$ cat config.mk
export PLATFORM = sky130hd
export DESIGN_NAME = voc_stream_block_parser
export DESIGN_NICKNAME = d
export VERILOG_FILES = /design/src/sv/vsbp_pkg.sv /design/src/sv/vsbp_divider.sv /design/src/sv/voc_stream_block_parser.sv
export SDC_FILE = /design/constraint.sdc
export NUM_CORES = 2
export LEC_CHECK = 0
export ABC_AREA = 1
export BUFFER_PORTS_ARGS = -buffer_cell sky130_fd_sc_hd__buf_4
export CAP_MARGIN = 40
export CORE_ASPECT_RATIO = 0.6
export CORE_UTILIZATION = 60
export CTS_BUF_LIST = sky130_fd_sc_hd__clkbuf_2 sky130_fd_sc_hd__clkbuf_4 sky130_fd_sc_hd__clkbuf_8
export DETAILED_ROUTE_END_ITERATION = 12
export GPL_TIMING_DRIVEN = 0
export PLACE_DENSITY = 0.78
export SLEW_MARGIN = 20
export SYNTH_ARGS = -nofsm -noshare
export SYNTH_HDL_FRONTEND = slang
export SYNTH_SLANG_ARGS = --single-unit
$ cat constraint.sdc
create_clock -name clock -period 11.93 [get_ports clock]
set_input_delay 1.193 -clock clock [delete_from_list [all_inputs] [get_ports clock]]
set_output_delay 1.193 -clock clock [all_outputs]
set_load 0.02 [all_outputs]
$ cat src/sv/vsbp_pkg.sv
// Package for the VOC stream block parser.
// Holds codes, limits, the file signature and small lookup functions.
// No dependencies.
package vsbp_pkg;

   localparam int MAX_CHANNELS_DEF = 64;

   localparam logic [1:0] KIND_AUDIO  = 2'd0;
   localparam logic [1:0] KIND_FORMAT = 2'd1;
   localparam logic [1:0] KIND_ERROR  = 2'd2;

   localparam logic [2:0] ERR_CORRUPT = 3'd0;
   localparam logic [2:0] ERR_COMPR   = 3'd1;
   localparam logic [2:0] ERR_BITS    = 3'd2;
   localparam logic [2:0] ERR_CHAN    = 3'd3;
   localparam logic [2:0] ERR_HEADER  = 3'd4;

   localparam logic [3:0] CODEC_U8     = 4'd0;
   localparam logic [3:0] CODEC_ADPCM4 = 4'd1;
   localparam logic [3:0] CODEC_ADPCM3 = 4'd2;
   localparam logic [3:0] CODEC_ADPCM2 = 4'd3;
   localparam logic [3:0] CODEC_S16LE  = 4'd4;
   localparam logic [3:0] CODEC_ALAW   = 4'd5;
   localparam logic [3:0] CODEC_MULAW  = 4'd6;
   localparam logic [3:0] CODEC_U16LE  = 4'd7;
   localparam logic [3:0] CODEC_S8     = 4'd8;

   localparam logic [7:0] BK_END     = 8'd0;
   localparam logic [7:0] BK_SOUND   = 8'd1;
   localparam logic [7:0] BK_CONT    = 8'd2;
   localparam logic [7:0] BK_SILENCE = 8'd3;
   localparam logic [7:0] BK_EXT     = 8'd8;
   localparam logic [7:0] BK_NEW     = 8'd9;

   localparam logic [15:0] VER_OLD  = 16'h010A;
   localparam logic [15:0] VER_NEW  = 16'h0114;
   localparam logic [15:0] CHK_BASE = 16'h1234;
   localparam logic [15:0] HDR_LEN  = 16'd26;

   localparam logic [27:0] CLK_OLD  = 28'd1000000;
   localparam logic [27:0] CLK_EXT  = 28'd256000000;
   localparam logic [31:0] RATE_MAX = 32'd768000;

   localparam int DIV_STEPS = 28;
   localparam int DIV_CNT_W = 5;

   localparam logic [7:0] SIGNATURE [20] = '{
      8'h43, 8'h72, 8'h65, 8'h61, 8'h74, 8'h69, 8'h76, 8'h65, 8'h20, 8'h56,
      8'h6F, 8'h69, 8'h63, 8'h65, 8'h20, 8'h46, 8'h69, 8'h6C, 8'h65, 8'h1A
   };

   typedef struct packed {
      logic       start;
   } div_ctl_type;

   typedef struct packed {
      logic       busy;
      logic       done;
   } div_sts_type;

   typedef struct packed {
      logic       ok;
      logic [3:0] codec;
      logic [7:0] bpf;
      logic [8:0] bits;
   } t1_fmt_type;

   function automatic t1_fmt_type t1_format(input logic [7:0] id);
      t1_fmt_type f;
      f = '{ok: 1'b1, codec: CODEC_U8, bpf: 8'd1, bits: 9'd8};
      case (id)
         8'd0: f = '{ok: 1'b1, codec: CODEC_U8,     bpf: 8'd1, bits: 9'd8};
         8'd1: f = '{ok: 1'b1, codec: CODEC_ADPCM4, bpf: 8'd1, bits: 9'd4};
         8'd2: f = '{ok: 1'b1, codec: CODEC_ADPCM3, bpf: 8'd3, bits: 9'd3};
         8'd3: f = '{ok: 1'b1, codec: CODEC_ADPCM2, bpf: 8'd1, bits: 9'd2};
         8'd4: f = '{ok: 1'b1, codec: CODEC_S16LE,  bpf: 8'd2, bits: 9'd16};
         8'd6: f = '{ok: 1'b1, codec: CODEC_ALAW,   bpf: 8'd1, bits: 9'd8};
         8'd7: f = '{ok: 1'b1, codec: CODEC_MULAW,  bpf: 8'd1, bits: 9'd8};
         default: f.ok = 1'b0;
      endcase
      return f;
   endfunction

   function automatic logic [27:0] fix_rate(input logic [27:0] r);
      logic [27:0] v;
      v = r;
      case (r)
         28'd11111: v = 28'd11025;
         28'd22222: v = 28'd22050;
         28'd44444: v = 28'd44100;
         default:   v = r;
      endcase
      return v;
   endfunction

endpackage

$ cat src/sv/vsbp_divider.sv
// Restoring divider, one quotient bit per cycle, for sample rate work.
// Depends on vsbp_pkg.
module vsbp_divider
   import vsbp_pkg::*;
(
   input  logic        clock,
   input  logic        reset,
   input  div_ctl_type ctl,
   input  logic [27:0] dividend,
   input  logic [21:0] divisor,
   output div_sts_type sts,
   output logic [27:0] quotient
);

   logic [27:0]          quo_ff, quo_in;
   logic [21:0]          rem_ff, rem_in;
   logic [21:0]          dvs_ff, dvs_in;
   logic [DIV_CNT_W-1:0] cnt_ff, cnt_in;
   logic                 busy_ff, busy_in;
   logic                 done_ff, done_in;
   logic [22:0]          trial;
   logic                 ge;

   assign trial = {rem_ff, quo_ff[27]};
   assign ge    = trial >= {1'b0, dvs_ff};

   always_comb begin
      quo_in  = quo_ff;
      rem_in  = rem_ff;
      dvs_in  = dvs_ff;
      cnt_in  = cnt_ff;
      busy_in = busy_ff;
      done_in = 1'b0;
      if (ctl.start) begin
         quo_in  = dividend;
         rem_in  = '0;
         dvs_in  = divisor;
         cnt_in  = '0;
         busy_in = 1'b1;
      end else if (busy_ff) begin
         rem_in = ge ? 22'(trial - {1'b0, dvs_ff}) : trial[21:0];
         quo_in = {quo_ff[26:0], ge};
         cnt_in = cnt_ff + 1'b1;
         if (cnt_ff == DIV_CNT_W'(DIV_STEPS - 1)) begin
            busy_in = 1'b0;
            done_in = 1'b1;
         end
      end
   end

   always_ff @(posedge clock) begin
      quo_ff <= quo_in;
      rem_ff <= rem_in;
      dvs_ff <= dvs_in;
      cnt_ff <= cnt_in;
      if (reset) begin
         busy_ff <= 1'b0;
         done_ff <= 1'b0;
      end else begin
         busy_ff <= busy_in;
         done_ff <= done_in;
      end
   end

   assign sts.busy = busy_ff;
   assign sts.done = done_ff;
   assign quotient = quo_ff;

endmodule

$ cat src/sv/voc_stream_block_parser.sv
// Top level of the VOC stream block parser: byte parser, sequencer, output register.
// Depends on vsbp_pkg and vsbp_divider.
//
// The req_ channel takes the file one byte per transfer, file header first.
// The rsp_ channel gives at most one result per input byte: an audio byte,
// a format announcement or an error, in file order.
// Audio bytes flow one per cycle through the output register
// while the receiver keeps up.
// The last parameter byte of a sound or silence block starts the shared rate
// sequencer: a divide step (28 quotient bits, then the result is picked up),
// a multiply step for the bitrate and a step to load the announcement; an
// extended block needs only the divide step. A new block header byte is taken
// after that.
// A continuation block skips to the announcement, a new-format block to the multiply.
// Reset clears the parser to the start of a file and drops any pending result.
// When the receiver stalls, the result waits in the output register and
// req_ready falls until it is taken. After an error one error result is given
// and every later byte is taken and dropped until reset.
module voc_stream_block_parser
   import vsbp_pkg::*;
#(
   parameter int MAX_CHANNELS = MAX_CHANNELS_DEF
)
(
   input  logic        clock,
   input  logic        reset,
   input  logic        req_valid,
   output logic        req_ready,
   input  logic [7:0]  req_data_byte,
   output logic        rsp_valid,
   input  logic        rsp_ready,
   output logic [1:0]  rsp_kind,
   output logic [7:0]  rsp_byte_value,
   output logic        rsp_last_of_block,
   output logic [3:0]  rsp_codec,
   output logic [6:0]  rsp_channels,
   output logic [27:0] rsp_sample_rate,
   output logic [8:0]  rsp_bits_per_sample,
   output logic [7:0]  rsp_bytes_per_frame,
   output logic [30:0] rsp_bit_rate,
   output logic [15:0] rsp_silence_frames,
   output logic        rsp_format_changed,
   output logic [2:0]  rsp_error_code
);

   typedef enum logic [7:0] {
      PH_FILE  = 8'b0000_0001,
      PH_FSKIP = 8'b0000_0010,
      PH_BLK   = 8'b0000_0100,
      PH_PAR   = 8'b0000_1000,
      PH_XHDR  = 8'b0001_0000,
      PH_XPAR  = 8'b0010_0000,
      PH_SKIP  = 8'b0100_0000,
      PH_DATA  = 8'b1000_0000
   } phase_type;

   typedef enum logic [3:0] {
      ST_IDLE = 4'b0001,
      ST_DIV  = 4'b0010,
      ST_MUL  = 4'b0100,
      ST_EMIT = 4'b1000
   } seq_type;

   phase_type   phase_ff, phase_in;
   seq_type     st_ff, st_in;
   logic [15:0] cnt_ff, cnt_in;
   logic [15:0] start_ff, start_in;
   logic        sig_bad_ff, sig_bad_in;
   logic [7:0]  hb_ff [12];
   logic [7:0]  hb_in [12];
   logic [7:0]  hv [12];
   logic [7:0]  kind_ff, kind_in;
   logic [23:0] left_ff, left_in;
   logic        have_ff, have_in;
   logic        halted_ff, halted_in;

   logic [3:0]  cur_codec_ff, cur_codec_in;
   logic [6:0]  cur_ch_ff, cur_ch_in;
   logic [27:0] cur_rate_ff, cur_rate_in;
   logic [8:0]  cur_bits_ff, cur_bits_in;
   logic [7:0]  cur_bpf_ff, cur_bpf_in;
   logic [30:0] cur_brate_ff, cur_brate_in;

   logic [3:0]  nx_codec_ff, nx_codec_in;
   logic [6:0]  nx_ch_ff, nx_ch_in;
   logic [27:0] nx_rate_ff, nx_rate_in;
   logic [8:0]  nx_bits_ff, nx_bits_in;
   logic [7:0]  nx_bpf_ff, nx_bpf_in;
   logic [30:0] nx_brate_ff, nx_brate_in;
   logic [15:0] nx_sil_ff, nx_sil_in;

   logic [27:0] mul_a_ff, mul_a_in;
   logic [11:0] mul_b_ff, mul_b_in;
   logic [39:0] mul_prod;

   logic        out_valid_ff, out_valid_in;
   logic [1:0]  o_kind_ff, o_kind_in;
   logic [7:0]  o_byte_ff, o_byte_in;
   logic        o_last_ff, o_last_in;
   logic [3:0]  o_codec_ff, o_codec_in;
   logic [6:0]  o_ch_ff, o_ch_in;
   logic [27:0] o_rate_ff, o_rate_in;
   logic [8:0]  o_bits_ff, o_bits_in;
   logic [7:0]  o_bpf_ff, o_bpf_in;
   logic [30:0] o_brate_ff, o_brate_in;
   logic [15:0] o_sil_ff, o_sil_in;
   logic        o_chg_ff, o_chg_in;
   logic [2:0]  o_err_ff, o_err_in;

   div_ctl_type div_ctl;
   div_sts_type div_sts;
   logic [27:0] div_dividend;
   logic [21:0] div_divisor;
   logic [27:0] div_quo;

   logic        out_free;
   logic        accept;
   logic [7:0]  b;
   logic [3:0]  fidx;
   logic [15:0] f_off, f_ver, f_chk, f_want;
   logic [23:0] size;
   logic [16:0] tc_span;
   logic [5:0]  x_ch;
   logic [22:0] x_div;
   logic [31:0] r9;
   logic [15:0] fmt9;
   logic [8:0]  bpf9;
   logic [27:0] fixed_q;
   logic        chg;
   t1_fmt_type  t1;

   vsbp_divider u_div (
      .clock    (clock),
      .reset    (reset),
      .ctl      (div_ctl),
      .dividend (div_dividend),
      .divisor  (div_divisor),
      .sts      (div_sts),
      .quotient (div_quo)
   );

   assign out_free  = !out_valid_ff || rsp_ready;
   assign req_ready = (st_ff == ST_IDLE) && out_free;
   assign accept    = req_valid && req_ready;
   assign b         = req_data_byte;
   assign fidx      = cnt_ff[3:0] - 4'd4;
   assign mul_prod  = mul_a_ff * mul_b_ff;
   assign fixed_q   = fix_rate(div_quo);

   always_comb begin
      for (int i = 0; i < 12; i++) begin
         hv[i] = (cnt_ff[3:0] == 4'(i)) ? b : hb_ff[i];
      end
   end

   assign f_off   = {hb_ff[1], hb_ff[0]};
   assign f_ver   = {hb_ff[3], hb_ff[2]};
   assign f_chk   = {b, hb_ff[4]};
   assign f_want  = CHK_BASE + ~f_ver;
   assign size    = {hv[3], hv[2], hv[1]};
   assign tc_span = 17'h10000 - {1'b0, hv[1], hv[0]};
   assign x_ch    = {1'b0, hv[3][4:0]} + 6'd1;
   assign x_div   = tc_span * x_ch;
   assign r9      = {hv[3], hv[2], hv[1], hv[0]};
   assign fmt9    = {hv[7], hv[6]};
   assign bpf9    = (hv[4] == 8'd16) ? {hv[5], 1'b0} : {1'b0, hv[5]};
   assign t1      = t1_format(hv[1]);
   assign chg     = !have_ff || nx_bits_ff != cur_bits_ff || nx_rate_ff != cur_rate_ff
                    || nx_ch_ff != cur_ch_ff;

   always_comb begin
      phase_in     = phase_ff;
      st_in        = st_ff;
      cnt_in       = cnt_ff;
      start_in     = start_ff;
      sig_bad_in   = sig_bad_ff;
      hb_in        = hb_ff;
      kind_in      = kind_ff;
      left_in      = left_ff;
      have_in      = have_ff;
      halted_in    = halted_ff;
      cur_codec_in = cur_codec_ff;
      cur_ch_in    = cur_ch_ff;
      cur_rate_in  = cur_rate_ff;
      cur_bits_in  = cur_bits_ff;
      cur_bpf_in   = cur_bpf_ff;
      cur_brate_in = cur_brate_ff;
      nx_codec_in  = nx_codec_ff;
      nx_ch_in     = nx_ch_ff;
      nx_rate_in   = nx_rate_ff;
      nx_bits_in   = nx_bits_ff;
      nx_bpf_in    = nx_bpf_ff;
      nx_brate_in  = nx_brate_ff;
      nx_sil_in    = nx_sil_ff;
      mul_a_in     = mul_a_ff;
      mul_b_in     = mul_b_ff;
      out_valid_in = out_valid_ff && !rsp_ready;
      o_kind_in    = o_kind_ff;
      o_byte_in    = o_byte_ff;
      o_last_in    = o_last_ff;
      o_codec_in   = o_codec_ff;
      o_ch_in      = o_ch_ff;
      o_rate_in    = o_rate_ff;
      o_bits_in    = o_bits_ff;
      o_bpf_in     = o_bpf_ff;
      o_brate_in   = o_brate_ff;
      o_sil_in     = o_sil_ff;
      o_chg_in     = o_chg_ff;
      o_err_in     = o_err_ff;
      div_ctl.start = 1'b0;
      div_dividend  = CLK_OLD;
      div_divisor   = '0;

      case (st_ff)
         ST_IDLE: begin
            if (accept && !halted_ff) begin
               case (phase_ff)
                  PH_FILE: begin
                     if (cnt_ff < 16'd20) begin
                        if (b != SIGNATURE[cnt_ff[4:0]]) begin
                           sig_bad_in = 1'b1;
                        end
                     end else begin
                        hb_in[fidx] = b;
                     end
                     cnt_in = cnt_ff + 16'd1;
                     if (cnt_ff == 16'd25) begin
                        if (sig_bad_ff || f_off < HDR_LEN || (f_ver != VER_OLD &&
                            f_ver != VER_NEW) || f_chk != f_want) begin
                           halted_in    = 1'b1;
                           out_valid_in = 1'b1;
                           o_kind_in    = KIND_ERROR;
                           o_err_in     = ERR_HEADER;
                        end else begin
                           start_in = f_off;
                           if (f_off == HDR_LEN) begin
                              phase_in = PH_BLK;
                              cnt_in   = '0;
                           end else begin
                              phase_in = PH_FSKIP;
                           end
                        end
                     end
                  end
                  PH_FSKIP: begin
                     cnt_in = cnt_ff + 16'd1;
                     if (cnt_ff + 16'd1 >= start_ff) begin
                        phase_in = PH_BLK;
                        cnt_in   = '0;
                     end
                  end
                  PH_BLK, PH_XHDR: begin
                     hb_in[cnt_ff[1:0]] = b;
                     cnt_in = cnt_ff + 16'd1;
                     if (cnt_ff == 16'd3) begin
                        cnt_in = '0;
                        if (phase_ff == PH_XHDR) begin
                           if (size < 24'd2) begin
                              halted_in = 1'b1;
                           end else begin
                              left_in  = size - 24'd2;
                              phase_in = PH_XPAR;
                           end
                        end else begin
                           kind_in   = hv[0];
                           nx_sil_in = '0;
                           case (hv[0])
                              BK_END: halted_in = 1'b1;
                              BK_SOUND: begin
                                 if (size < 24'd2) begin
                                    halted_in = 1'b1;
                                 end else begin
                                    left_in  = size - 24'd2;
                                    phase_in = PH_PAR;
                                 end
                              end
                              BK_CONT: begin
                                 if (!have_ff) begin
                                    halted_in = 1'b1;
                                 end else begin
                                    nx_codec_in = cur_codec_ff;
                                    nx_ch_in    = cur_ch_ff;
                                    nx_rate_in  = cur_rate_ff;
                                    nx_bits_in  = cur_bits_ff;
                                    nx_bpf_in   = cur_bpf_ff;
                                    nx_brate_in = cur_brate_ff;
                                    left_in     = size;
                                    st_in       = ST_EMIT;
                                 end
                              end
                              BK_SILENCE, BK_EXT: begin
                                 if (size != ((hv[0] == BK_EXT) ? 24'd4 : 24'd3)) begin
                                    halted_in = 1'b1;
                                 end else begin
                                    left_in  = '0;
                                    phase_in = PH_PAR;
                                 end
                              end
                              BK_NEW: begin
                                 if (size < 24'd12) begin
                                    halted_in = 1'b1;
                                 end else begin
                                    left_in  = size - 24'd12;
                                    phase_in = PH_PAR;
                                 end
                              end
                              default: begin
                                 left_in  = size;
                                 phase_in = (size != '0) ? PH_SKIP : PH_BLK;
                              end
                           endcase
                        end
                        if (halted_in) begin
                           out_valid_in = 1'b1;
                           o_kind_in    = KIND_ERROR;
                           o_err_in     = ERR_CORRUPT;
                        end
                     end
                  end
                  PH_PAR: begin
                     hb_in[cnt_ff[3:0]] = b;
                     cnt_in = cnt_ff + 16'd1;
                     o_err_in = ERR_CORRUPT;
                     if ((kind_ff == BK_SOUND && cnt_ff == 16'd1) ||
                         (kind_ff == BK_SILENCE && cnt_ff == 16'd2) ||
                         (kind_ff == BK_EXT && cnt_ff == 16'd3) ||
                         (kind_ff == BK_NEW && cnt_ff == 16'd11)) begin
                        cnt_in = '0;
                        case (kind_ff)
                           BK_SOUND: begin
                              if (!t1.ok) begin
                                 halted_in = 1'b1;
                                 o_err_in  = ERR_COMPR;
                              end else begin
                                 nx_codec_in   = t1.codec;
                                 nx_bpf_in     = t1.bpf;
                                 nx_bits_in    = t1.bits;
                                 nx_ch_in      = 7'd1;
                                 div_ctl.start = 1'b1;
                                 div_divisor   = {13'd0, 9'h100 - {1'b0, hv[0]}};
                                 st_in         = ST_DIV;
                              end
                           end
                           BK_SILENCE: begin
                              nx_sil_in     = {hv[1], hv[0]};
                              nx_codec_in   = CODEC_U8;
                              nx_ch_in      = 7'd1;
                              nx_bits_in    = 9'd8;
                              nx_bpf_in     = 8'd1;
                              left_in       = '0;
                              div_ctl.start = 1'b1;
                              div_divisor   = {13'd0, 9'h100 - {1'b0, hv[2]}};
                              st_in         = ST_DIV;
                           end
                           BK_EXT: begin
                              if (hv[2] != 8'd0) begin
                                 halted_in = 1'b1;
                                 o_err_in  = ERR_COMPR;
                              end else if (hv[3] >= 8'd32) begin
                                 halted_in = 1'b1;
                              end else begin
                                 nx_ch_in      = {1'b0, x_ch};
                                 nx_codec_in   = CODEC_U8;
                                 nx_bpf_in     = {2'd0, x_ch};
                                 nx_bits_in    = {x_ch, 3'd0};
                                 div_ctl.start = 1'b1;
                                 div_dividend  = CLK_EXT;
                                 div_divisor   = x_div[21:0];
                                 st_in         = ST_DIV;
                              end
                           end
                           default: begin
                              if (r9 == '0 || r9 > RATE_MAX) begin
                                 halted_in = 1'b1;
                              end else if (fmt9 != 16'd0 && fmt9 != 16'd4) begin
                                 halted_in = 1'b1;
                                 o_err_in  = ERR_COMPR;
                              end else if (hv[4] != 8'd8 && hv[4] != 8'd16) begin
                                 halted_in = 1'b1;
                                 o_err_in  = ERR_BITS;
                              end else if (hv[5] == 8'd0 ||
                                           {1'b0, hv[5]} > 9'(MAX_CHANNELS)) begin
                                 halted_in = 1'b1;
                                 o_err_in  = ERR_CHAN;
                              end else begin
                                 if (fmt9 == 16'd0) begin
                                    nx_codec_in = (hv[4] == 8'd8) ? CODEC_U8 : CODEC_U16LE;
                                 end else begin
                                    nx_codec_in = (hv[4] == 8'd8) ? CODEC_S8 : CODEC_S16LE;
                                 end
                                 nx_rate_in = r9[27:0];
                                 nx_bits_in = {1'b0, hv[4]};
                                 nx_ch_in   = hv[5][6:0];
                                 nx_bpf_in  = bpf9[7:0];
                                 mul_a_in   = r9[27:0];
                                 mul_b_in   = {bpf9, 3'd0};
                                 st_in      = ST_MUL;
                              end
                           end
                        endcase
                        if (halted_in) begin
                           out_valid_in = 1'b1;
                           o_kind_in    = KIND_ERROR;
                        end
                     end
                  end
                  PH_XPAR: begin
                     hb_in[cnt_ff[0]] = b;
                     cnt_in = cnt_ff + 16'd1;
                     if (cnt_ff == 16'd1) begin
                        cnt_in = '0;
                        if (b != 8'd0) begin
                           halted_in    = 1'b1;
                           out_valid_in = 1'b1;
                           o_kind_in    = KIND_ERROR;
                           o_err_in     = ERR_COMPR;
                        end else begin
                           nx_sil_in = '0;
                           st_in     = ST_EMIT;
                        end
                     end
                  end
                  PH_SKIP: begin
                     left_in = left_ff - 24'd1;
                     if (left_ff <= 24'd1) begin
                        left_in  = '0;
                        phase_in = PH_BLK;
                     end
                  end
                  PH_DATA: begin
                     out_valid_in = 1'b1;
                     o_kind_in    = KIND_AUDIO;
                     o_byte_in    = b;
                     o_last_in    = 1'b0;
                     left_in      = left_ff - 24'd1;
                     if (left_ff <= 24'd1) begin
                        left_in   = '0;
                        o_last_in = 1'b1;
                        phase_in  = PH_BLK;
                     end
                  end
                  default: begin
                     phase_in = PH_BLK;
                     cnt_in   = '0;
                  end
               endcase
               if (out_valid_in && o_kind_in != KIND_FORMAT) begin
                  o_codec_in = '0;
                  o_ch_in    = '0;
                  o_rate_in  = '0;
                  o_bits_in  = '0;
                  o_bpf_in   = '0;
                  o_brate_in = '0;
                  o_sil_in   = '0;
                  o_chg_in   = 1'b0;
                  if (o_kind_in == KIND_ERROR) begin
                     o_byte_in = '0;
                     o_last_in = 1'b0;
                  end else begin
                     o_err_in = '0;
                  end
               end
            end
         end
         ST_DIV: begin
            if (div_sts.done) begin
               if (kind_ff == BK_EXT) begin
                  nx_rate_in  = div_quo;
                  nx_brate_in = {div_quo, 3'd0};
                  phase_in    = PH_XHDR;
                  st_in       = ST_IDLE;
               end else begin
                  nx_rate_in = fixed_q;
                  mul_a_in   = fixed_q;
                  mul_b_in   = {3'd0, nx_bits_ff};
                  st_in      = ST_MUL;
               end
            end
         end
         ST_MUL: begin
            nx_brate_in = mul_prod[30:0];
            st_in       = ST_EMIT;
         end
         ST_EMIT: begin
            if (out_free) begin
               st_in = ST_IDLE;
               if (left_ff == '0 && nx_sil_ff == '0) begin
                  phase_in = PH_BLK;
               end else begin
                  cur_codec_in = nx_codec_ff;
                  cur_ch_in    = nx_ch_ff;
                  cur_rate_in  = nx_rate_ff;
                  cur_bits_in  = nx_bits_ff;
                  cur_bpf_in   = nx_bpf_ff;
                  cur_brate_in = nx_brate_ff;
                  have_in      = 1'b1;
                  out_valid_in = 1'b1;
                  o_kind_in    = KIND_FORMAT;
                  o_byte_in    = '0;
                  o_last_in    = 1'b0;
                  o_codec_in   = nx_codec_ff;
                  o_ch_in      = nx_ch_ff;
                  o_rate_in    = nx_rate_ff;
                  o_bits_in    = nx_bits_ff;
                  o_bpf_in     = nx_bpf_ff;
                  o_brate_in   = nx_brate_ff;
                  o_sil_in     = nx_sil_ff;
                  o_chg_in     = chg;
                  o_err_in     = '0;
                  phase_in     = (left_ff != '0) ? PH_DATA : PH_BLK;
               end
            end
         end
         default: st_in = ST_IDLE;
      endcase
   end

   always_ff @(posedge clock) begin
      hb_ff        <= hb_in;
      nx_codec_ff  <= nx_codec_in;
      nx_ch_ff     <= nx_ch_in;
      nx_rate_ff   <= nx_rate_in;
      nx_bits_ff   <= nx_bits_in;
      nx_bpf_ff    <= nx_bpf_in;
      nx_brate_ff  <= nx_brate_in;
      mul_a_ff     <= mul_a_in;
      mul_b_ff     <= mul_b_in;
      o_kind_ff    <= o_kind_in;
      o_byte_ff    <= o_byte_in;
      o_last_ff    <= o_last_in;
      o_codec_ff   <= o_codec_in;
      o_ch_ff      <= o_ch_in;
      o_rate_ff    <= o_rate_in;
      o_bits_ff    <= o_bits_in;
      o_bpf_ff     <= o_bpf_in;
      o_brate_ff   <= o_brate_in;
      o_sil_ff     <= o_sil_in;
      o_chg_ff     <= o_chg_in;
      o_err_ff     <= o_err_in;
      if (reset) begin
         phase_ff     <= PH_FILE;
         st_ff        <= ST_IDLE;
         cnt_ff       <= '0;
         start_ff     <= '0;
         sig_bad_ff   <= 1'b0;
         kind_ff      <= '0;
         left_ff      <= '0;
         have_ff      <= 1'b0;
         halted_ff    <= 1'b0;
         cur_codec_ff <= '0;
         cur_ch_ff    <= '0;
         cur_rate_ff  <= '0;
         cur_bits_ff  <= '0;
         cur_bpf_ff   <= '0;
         cur_brate_ff <= '0;
         nx_sil_ff    <= '0;
         out_valid_ff <= 1'b0;
      end else begin
         phase_ff     <= phase_in;
         st_ff        <= st_in;
         cnt_ff       <= cnt_in;
         start_ff     <= start_in;
         sig_bad_ff   <= sig_bad_in;
         kind_ff      <= kind_in;
         left_ff      <= left_in;
         have_ff      <= have_in;
         halted_ff    <= halted_in;
         cur_codec_ff <= cur_codec_in;
         cur_ch_ff    <= cur_ch_in;
         cur_rate_ff  <= cur_rate_in;
         cur_bits_ff  <= cur_bits_in;
         cur_bpf_ff   <= cur_bpf_in;
         cur_brate_ff <= cur_brate_in;
         nx_sil_ff    <= nx_sil_in;
         out_valid_ff <= out_valid_in;
      end
   end

   assign rsp_valid           = out_valid_ff;
   assign rsp_kind            = o_kind_ff;
   assign rsp_byte_value      = o_byte_ff;
   assign rsp_last_of_block   = o_last_ff;
   assign rsp_codec           = o_codec_ff;
   assign rsp_channels        = o_ch_ff;
   assign rsp_sample_rate     = o_rate_ff;
   assign rsp_bits_per_sample = o_bits_ff;
   assign rsp_bytes_per_frame = o_bpf_ff;
   assign rsp_bit_rate        = o_brate_ff;
   assign rsp_silence_frames  = o_sil_ff;
   assign rsp_format_changed  = o_chg_ff;
   assign rsp_error_code      = o_err_ff;

   a_ready_idle: assert property (@(posedge clock) disable iff (reset)
      req_ready |-> st_ff == ST_IDLE)
      else $error("input ready while the rate sequencer is busy");

   a_div_in_div: assert property (@(posedge clock) disable iff (reset)
      div_sts.done |-> st_ff == ST_DIV)
      else $error("divider finished outside the divide step");

   a_err_halts: assert property (@(posedge clock) disable iff (reset)
      (rsp_valid && rsp_kind == KIND_ERROR) |-> halted_ff)
      else $error("error transfer without halting the parser");

   a_format_sets_have: assert property (@(posedge clock) disable iff (reset)
      (rsp_valid && rsp_kind == KIND_FORMAT) |-> have_ff)
      else $error("format transfer without a stored format");

endmodule
== Word-level counts from Yosys, hierarchy flattened ==
Memories as Yosys holds them, arrays and structs flattened.
Index checks and enable logic that the tools add are counted.

* Bits in registers: 603
* ROM bits: 256
* Input port bits: 12
* Output and inout bits: 120
* Word-level logic and storage cells: 670
* Memories kept: 1

* $add $sub $neg: 12
* Multipliers: 2
* $lt $le $gt $ge: 19
* Eq/ne operators: 132
* Multiplexer cells: 357
* Bitwise logic cells: 11
* Reduce and logical (&&, ||, !) cells: 81

{| class="wikitable"
|+ Memory list
! name !! words !! width !! read ports !! clocked after memory_dff !! wr ports !! line !! text
|-
| (name not given) || 32 || 8 || 1 || 0 || 0 || voc_stream_block_parser.sv:220 || <nowiki>if (b != SIGNATURE[cnt_ff[4:0]]) begin</nowiki>
|}

{| class="wikitable"
|+ Operator list
! operator !! number
|-
| 28-bit two-way mux || 30
|-
| 8-bit two-way mux || 52
|-
| 96-bit bitwise mux || 4
|-
| 96-bit one-hot mux with 4 select lines || 1
|-
| 31-bit two-way mux || 12
|-
| 16-bit two-way mux || 17
|-
| 28-bit one-hot mux with 2 select lines || 4
|-
| 24-bit two-way mux || 9
|-
| 9-bit two-way mux || 18
|-
| 4-bit two-way mux || 35
|-
| 12-bit two-way mux || 10
|-
| 20-bit one-hot mux with 6 select lines || 1
|-
| 24-bit one-hot mux with 5 select lines || 1
|-
| 7-bit two-way mux || 17
|-
| 96-bit two-way mux || 1
|-
| 16-bit one-hot mux with 6 select lines || 1
|-
| 31-bit one-hot mux with 3 select lines || 1
|-
| 28-bit one-hot mux with 3 select lines || 1
|-
| 24-bit one-hot mux with 3 select lines || 1
|-
| 22-bit two-way mux || 3
|-
| 22-bit one-hot mux with 3 select lines || 1
|-
| 8-bit demux with 4-bit select || 2
|-
| 1-bit two-way mux || 64
|-
| 31-bit one-hot mux with 2 select lines || 1
|-
| 129 further kinds || 327
|}

== Depth between registers and ports, before layout ==
* Depth in word-level cells: 23
* Mapped depth: 36
* Depth with buffers taken out: 33

== Modules after synthesis ==
Synthesis repeated with hierarchy kept, for this count alone.

* Cell total of the unflattened synthesis: 5877
* Area total of the unflattened synthesis: 45033.2 um2

{| class="wikitable"
|+ Modules (own cells, without submodules)
! module !! times used !! cells an instance !! area each (um2)
|-
| voc_stream_block_parser || 1 || 5188 || 40032.1
|-
| vsbp_divider || 1 || 689 || 5001.0
|}

== Least setup slack after synthesis ==
Ideal clock, no wire load.

* Kind: input to register
* From: in req_data_byte[2]
* To: reg o_brate_ff[0], in the netlist rsp_bit_rate[0] (enable)
* Setup time: 602 ps
* Data arrival time: 8642 ps
* Required time: 11328 ps
* Setup slack: 2687 ps
* Stages on the path: 19
* Buffers on the path: 2
* Cell sequence: buf_1 -> nand2_1 -> o22ai_2 -> inv_1 -> ha_1 -> a21boi_1 -> nand2_1 -> nand2_1 -> nand2_1 -> buf_4 -> nand3_2 -> nand3_2 -> nand2_2 -> nand2_1 -> nor2_1 -> nor2_2 -> nand2_1 -> nand2_1 -> a21oi_1

* Longest elaborated chain between the ends: 21
* Elaborated cells on any way between the ends: 92
* Those cells by class: 5 x order compare; 18 x eq/ne; 53 x mux; 16 x reduce/logical

{| class="wikitable"
|+ Ends and longest elaborated chain
! element !! line !! text
|-
| start, declared || voc_stream_block_parser.sv:29 || <nowiki>input logic [7:0] req_data_byte,</nowiki>
|-
| 8-bit two-way mux || voc_stream_block_parser.sv:152 || <nowiki>hv[i] = (cnt_ff[3:0] == 4'(i)) ? b : hb_ff[i];</nowiki>
|-
| 8-bit by 7-bit > comparator with 1-bit output or 8-bit logical NOT (tied branches) || voc_stream_block_parser.sv:382, voc_stream_block_parser.sv:381 ||
|-
| 1-bit logical OR || voc_stream_block_parser.sv:381 || <nowiki>end else if (hv[5] == 8'd0 ||</nowiki>
|-
| 1-bit two-way mux || voc_stream_block_parser.sv:381 ||
|-
| 1-bit two-way mux || voc_stream_block_parser.sv:378 || <nowiki>end else if (hv[4] != 8'd8 && hv[4] != 8'd16) begin</nowiki>
|-
| 1-bit two-way mux || voc_stream_block_parser.sv:375 || <nowiki>end else if (fmt9 != 16'd0 && fmt9 != 16'd4) begin</nowiki>
|-
| 1-bit two-way mux || voc_stream_block_parser.sv:373 || <nowiki>if (r9 == '0 || r9 > RATE_MAX) begin</nowiki>
|-
| 1-bit one-hot mux with 3 select lines || voc_stream_block_parser.sv:329 || <nowiki>case (kind_ff)</nowiki>
|-
| [5 not listed] || -- ||
|-
| 2-bit two-way mux || voc_stream_block_parser.sv:324 || <nowiki>if ((kind_ff == BK_SOUND && cnt_ff == 16'd1) ||</nowiki>
|-
| 2-bit one-hot mux with 5 select lines || voc_stream_block_parser.sv:217 || <nowiki>case (phase_ff)</nowiki>
|-
| 2-bit two-way mux || voc_stream_block_parser.sv:216 || <nowiki>if (accept && !halted_ff) begin</nowiki>
|-
| 2-bit two-way mux || voc_stream_block_parser.sv:214 || <nowiki>case (st_ff)</nowiki>
|-
| 2-bit by 1-bit inequality test with 1-bit output || voc_stream_block_parser.sv:447 || <nowiki>if (out_valid_in && o_kind_in != KIND_FORMAT) begin</nowiki>
|-
| 1-bit logical AND * || voc_stream_block_parser.sv:447 ||
|-
| 2-bit by 1-bit inequality test with 1-bit output (no source line) * || -- ||
|-
| 5-bit AND reduction (no source line) * || -- ||
|-
| end signal, assigned || voc_stream_block_parser.sv:536 || <nowiki>o_brate_ff <= o_brate_in;</nowiki>
|-
| end, declared || voc_stream_block_parser.sv:105 || <nowiki>logic [30:0] o_brate_ff, o_brate_in;</nowiki>
|}

Mark *: on every way between the ends. The rest lies on a longest branch, timed or not. The select of a mux whose other input is x is not followed.
A chain may end at the register's enable or synchronous reset.

== Worst setup path in the final report ==
* From: in req_data_byte[0]
* To: reg u_div.dvs_ff[15], data pin

* Longest elaborated chain between the ends: 6
* Elaborated cells on any way between the ends: 12
* Those cells by class: 2 x add/sub; 1 x mul; 1 x order compare; 7 x mux; 1 x reduce/logical

{| class="wikitable"
|+ Ends and longest elaborated chain
! element !! line !! text
|-
| 8-bit two-way mux || voc_stream_block_parser.sv:152 ||
|-
| 17-bit by 16-bit subtractor with 17-bit output or 5-bit by 1-bit adder with 6-bit output (tied branches) || voc_stream_block_parser.sv:161, voc_stream_block_parser.sv:162 ||
|-
| 17-bit by 6-bit multiplier with 22-bit output || voc_stream_block_parser.sv:163 || <nowiki>assign x_div = tc_span * x_ch;</nowiki>
|-
| 22-bit two-way mux || voc_stream_block_parser.sv:359 || <nowiki>end else if (hv[3] >= 8'd32) begin</nowiki>
|-
| 22-bit two-way mux * || voc_stream_block_parser.sv:356 || <nowiki>if (hv[2] != 8'd0) begin</nowiki>
|-
| 22-bit one-hot mux with 3 select lines * || voc_stream_block_parser.sv:329 ||
|-
| end signal, assigned || vsbp_divider.sv:54 || <nowiki>dvs_ff <= dvs_in;</nowiki>
|-
| end, declared || vsbp_divider.sv:17 || <nowiki>logic [21:0] dvs_ff, dvs_in;</nowiki>
|}

Mark *: on every way between the ends. The rest lies on a longest branch, timed or not.

==> flow_metrics.py <==
metrics = {
    "status": {
        "status": "completed",
    },
    "routing": {
        "vias": 45131,
        "wl_per_cell_um": 26.5,
        "viasPerCell": 6.40,
        "routed_wl_um": 187000,
        "drt-initial-drc-count": 8315,
        "drc": 0,
        "firstDrtPassIters": 13,
        "ant_nets": 0,
    },
    "cells_and_area": {
        "drive_gt1_share_pct": 8.21,
        "multi_input_area_mm2": 0.0244,
        "num-fill-cells": 5877,
        "ff_latch_area_mm2": 0.0150,
        "fin_area_mm2": 0.0493,
        "final_cells": 7051,
        "nets": 6439,
        "synthToLayoutAreaGrowth_pct": 11.3,
    },
    "yosys": {
        "synth_cells": 5709,
        "synth_nets": 6158,
        "ys_async_sr_fraction_pct": 0,
        "synth_top_cell_by_area": "edfxtp_1",
        "yosysWarnings": 0,
        "ys_seq_area_share_pct": 33.9,
        "synth_edf_count": 359,
        "synthesis.area_mm2": 0.0443,
        "yosys_most_used_dff": "edfxtp_1",
        "synth_area_per_cell_um2": 7.76,
        "ys_seq_elements": 571,
        "yosysUniqueCellTypes": 75,
        "synth.area.top_cells": "edfxtp_1 (24%), fa_1 (13%), dfxtp_1 (9.6%)",
        "netlist.area_leader.share_pct": 24.3,
        "yosysMostFrequentCell": "nand2_1",
        "yosys-top-cells-count": "nand2_1 (1118), inv_1 (1030), nor2_1 (584)",
    },
    "setup_path": {
        "crit_cells": 30,
        "cp.arrival_ps": 9510,
        "path_class": "input pin to flip-flop",
        "worst-r2r-cell-count": 34,
        "start_kind": "input pin",
        "cp_slowest_cell": "xor2_1",
        "worst-path-max-fanout": 10,
        "cp.buffers_inverters": 8,
        "cp_slowest_stage_delay_ps": 710,
        "end_kind": "flip-flop",
        "required_ps": 12440,
        "cp_top_family": "buffers and inverters",
        "crit_top_cell": "nand2_1",
    },
    "global_routing": {
        "grt_max_degree": 32,
        "overflow": 0,
        "gr-usage-all-layers_pct": 49.0,
        "antenna_found_initial": 8,
        "grt_pass1_vias": 40747,
        "grt_first_pass_wirelength_um": 267000,
    },
    "placement": {
        "port_buffers": 130,
        "dp.cells": 6856,
        "dp_hpwl_um": 150000,
        "gp_congestion": 1.13,
        "placed_area_mm2": 0.0470,
        "pre_cts_ws_ps": 2680,
    },
    "clock_tree": {
        "worstSkewPairLatency_ps": 820,
        "htree_levels": 3,
        "cts_made_buffers": 88,
        "cts_buffer_depth": 3,
        "clock-sinks": 571,
        "cts_root_buf": "clkbuf_8",
        "path_clk_slew_ps": 70,
        "postCtsSetupRepairBufs": 0,
        "cts_tree": "built",
        "post_cts_resized": 0,
        "cts_hold_buf": 0,
    },
    "timing": {
        "maxSlewHeadroom_pct": 29.0,
        "period_share_pct": 75.4,
        "post-route-min-period_ps": 9000,
        "finalHoldViolations": 0,
        "worst_pin_slew_ps": 1070,
        "clock.fmax_ghz": 0.111,
        "setup_violations": 0,
        "clock_skew_ps": 88.2,
        "report.final.slew_viol_count": 0,
        "finalSetupTns_ps": 0,
        "rsz0062_at_grt": "no",
        "fin_ws_ps": 2930,
    },
    "job": {
        "drv_cap": 0,
    },
    "floorplan": {
        "start_util_pct": 61.2,
        "die_h_um": 212,
        "ios": 132,
        "die_area_mm2": 0.0750,
        "core_region_area_mm2": 0.0724,
        "die_x_um": 353,
        "core.rowCount": 76,
    },
    "power_and_ir_drop": {
        "power.total_mw": 9.28,
        "powerDensity_mw_per_mm2": 188,
        "ir_drop_mv": 0.251,
        "leakage_nw": 22.2,
    },
    "hold_path": {
        "hold_path_depth": 2,
        "hold_path.class": "flip-flop to flip-flop",
    },
}
cells by family after synthesis:
kind of cell / share of synthesized area, %
compound gates: 15.1
xor+xnor: 2.51
fa+ha+maj: 17.2
buf+inv: 11.2
flops: 33.9
simple gates: 20.0
layer usage:
metal / vias up / part of all wire (%) / global-route usage [%]
li1: 19116 / - / -
met1: 21196 / 39 / 69.2
met2: 4281 / 36 / 59.9
met3: 528 / 21 / 29.8
met4: 10 / 3.4 / 14.6
met5: - / 0.29 / 6.19
final timing paths:
path,start,endpoint,slack [ps]
worst max-delay path,req_data_byte[0],u_div.dvs_ff[15]$_SDFFCE_PN0P_,2930
worst min-delay path,cur_brate_ff[25]$_SDFFE_PP0P_,cur_brate_ff[25]$_SDFFE_PP0P_,450
worst max register to register,cnt_ff[2]$_SDFFE_PP0P_,u_div.dvs_ff[15]$_SDFFCE_PN0P_,2990
worst min register to register,cur_brate_ff[25]$_SDFFE_PP0P_,cur_brate_ff[25]$_SDFFE_PP0P_,450
placed cells by master (no fill, tap or decap), types with 55 or more instances in the layout:
| master | n |
|---|---|
| a21oi_1 | 390 |
| buf_4 | 144 |
| clkbuf_1 | 184 |
| clkbuf_8 | 99 |
| dfxtp_1 | 212 |
| edfxtp_1 | 359 |
| fa_1 | 288 |
| ha_1 | 149 |
| inv_1 | 1030 |
| nand2_1 | 1118 |
| nand3_1 | 184 |
| nand4_1 | 63 |
| nor2_1 | 582 |
| nor3_1 | 55 |
| o21ai_0 | 439 |
| xor2_1 | 88 |
worst reg2reg max path: cells and delay by family (launching register included):
kind                       cells  cell delay (ps)
AOI/OAI and AO/OA              9             1910
xor gates and xnor gates       1              710
adders and majority gates      5             2280
buffers and inverters          9             2440
DFF                            1              320
and+or+nand+nor               10             1060
area by class of cell:
class | count | area share, %
diodes | 12 | 0.0609
plain buffers | 240 | 2.06
clock buffers | 135 | 3.31
clock inverters | 29 | 0.809
inverters | 1058 | 8.05
multi-input cells | 3840 | 49.4
flip-flops and latches | 571 | 30.5
well taps | 975 | 2.47
repair buffers | 191 | 3.36
per-stage QoR:
stage	util, %	hold slack [ps]
after floorplan	-	424
after global placement	64.2	433
after detailed placement	65.0	444
after CTS	67.8	454
after global routing	68.1	468
final	68.1	454
power by group:
part	internal (mW)	switching [mW]
logic	1.46	3.17
registers	2.54	0.157
clock network	1.03	0.927
total	5.03	4.25
(Power assumes the default switching activity.)
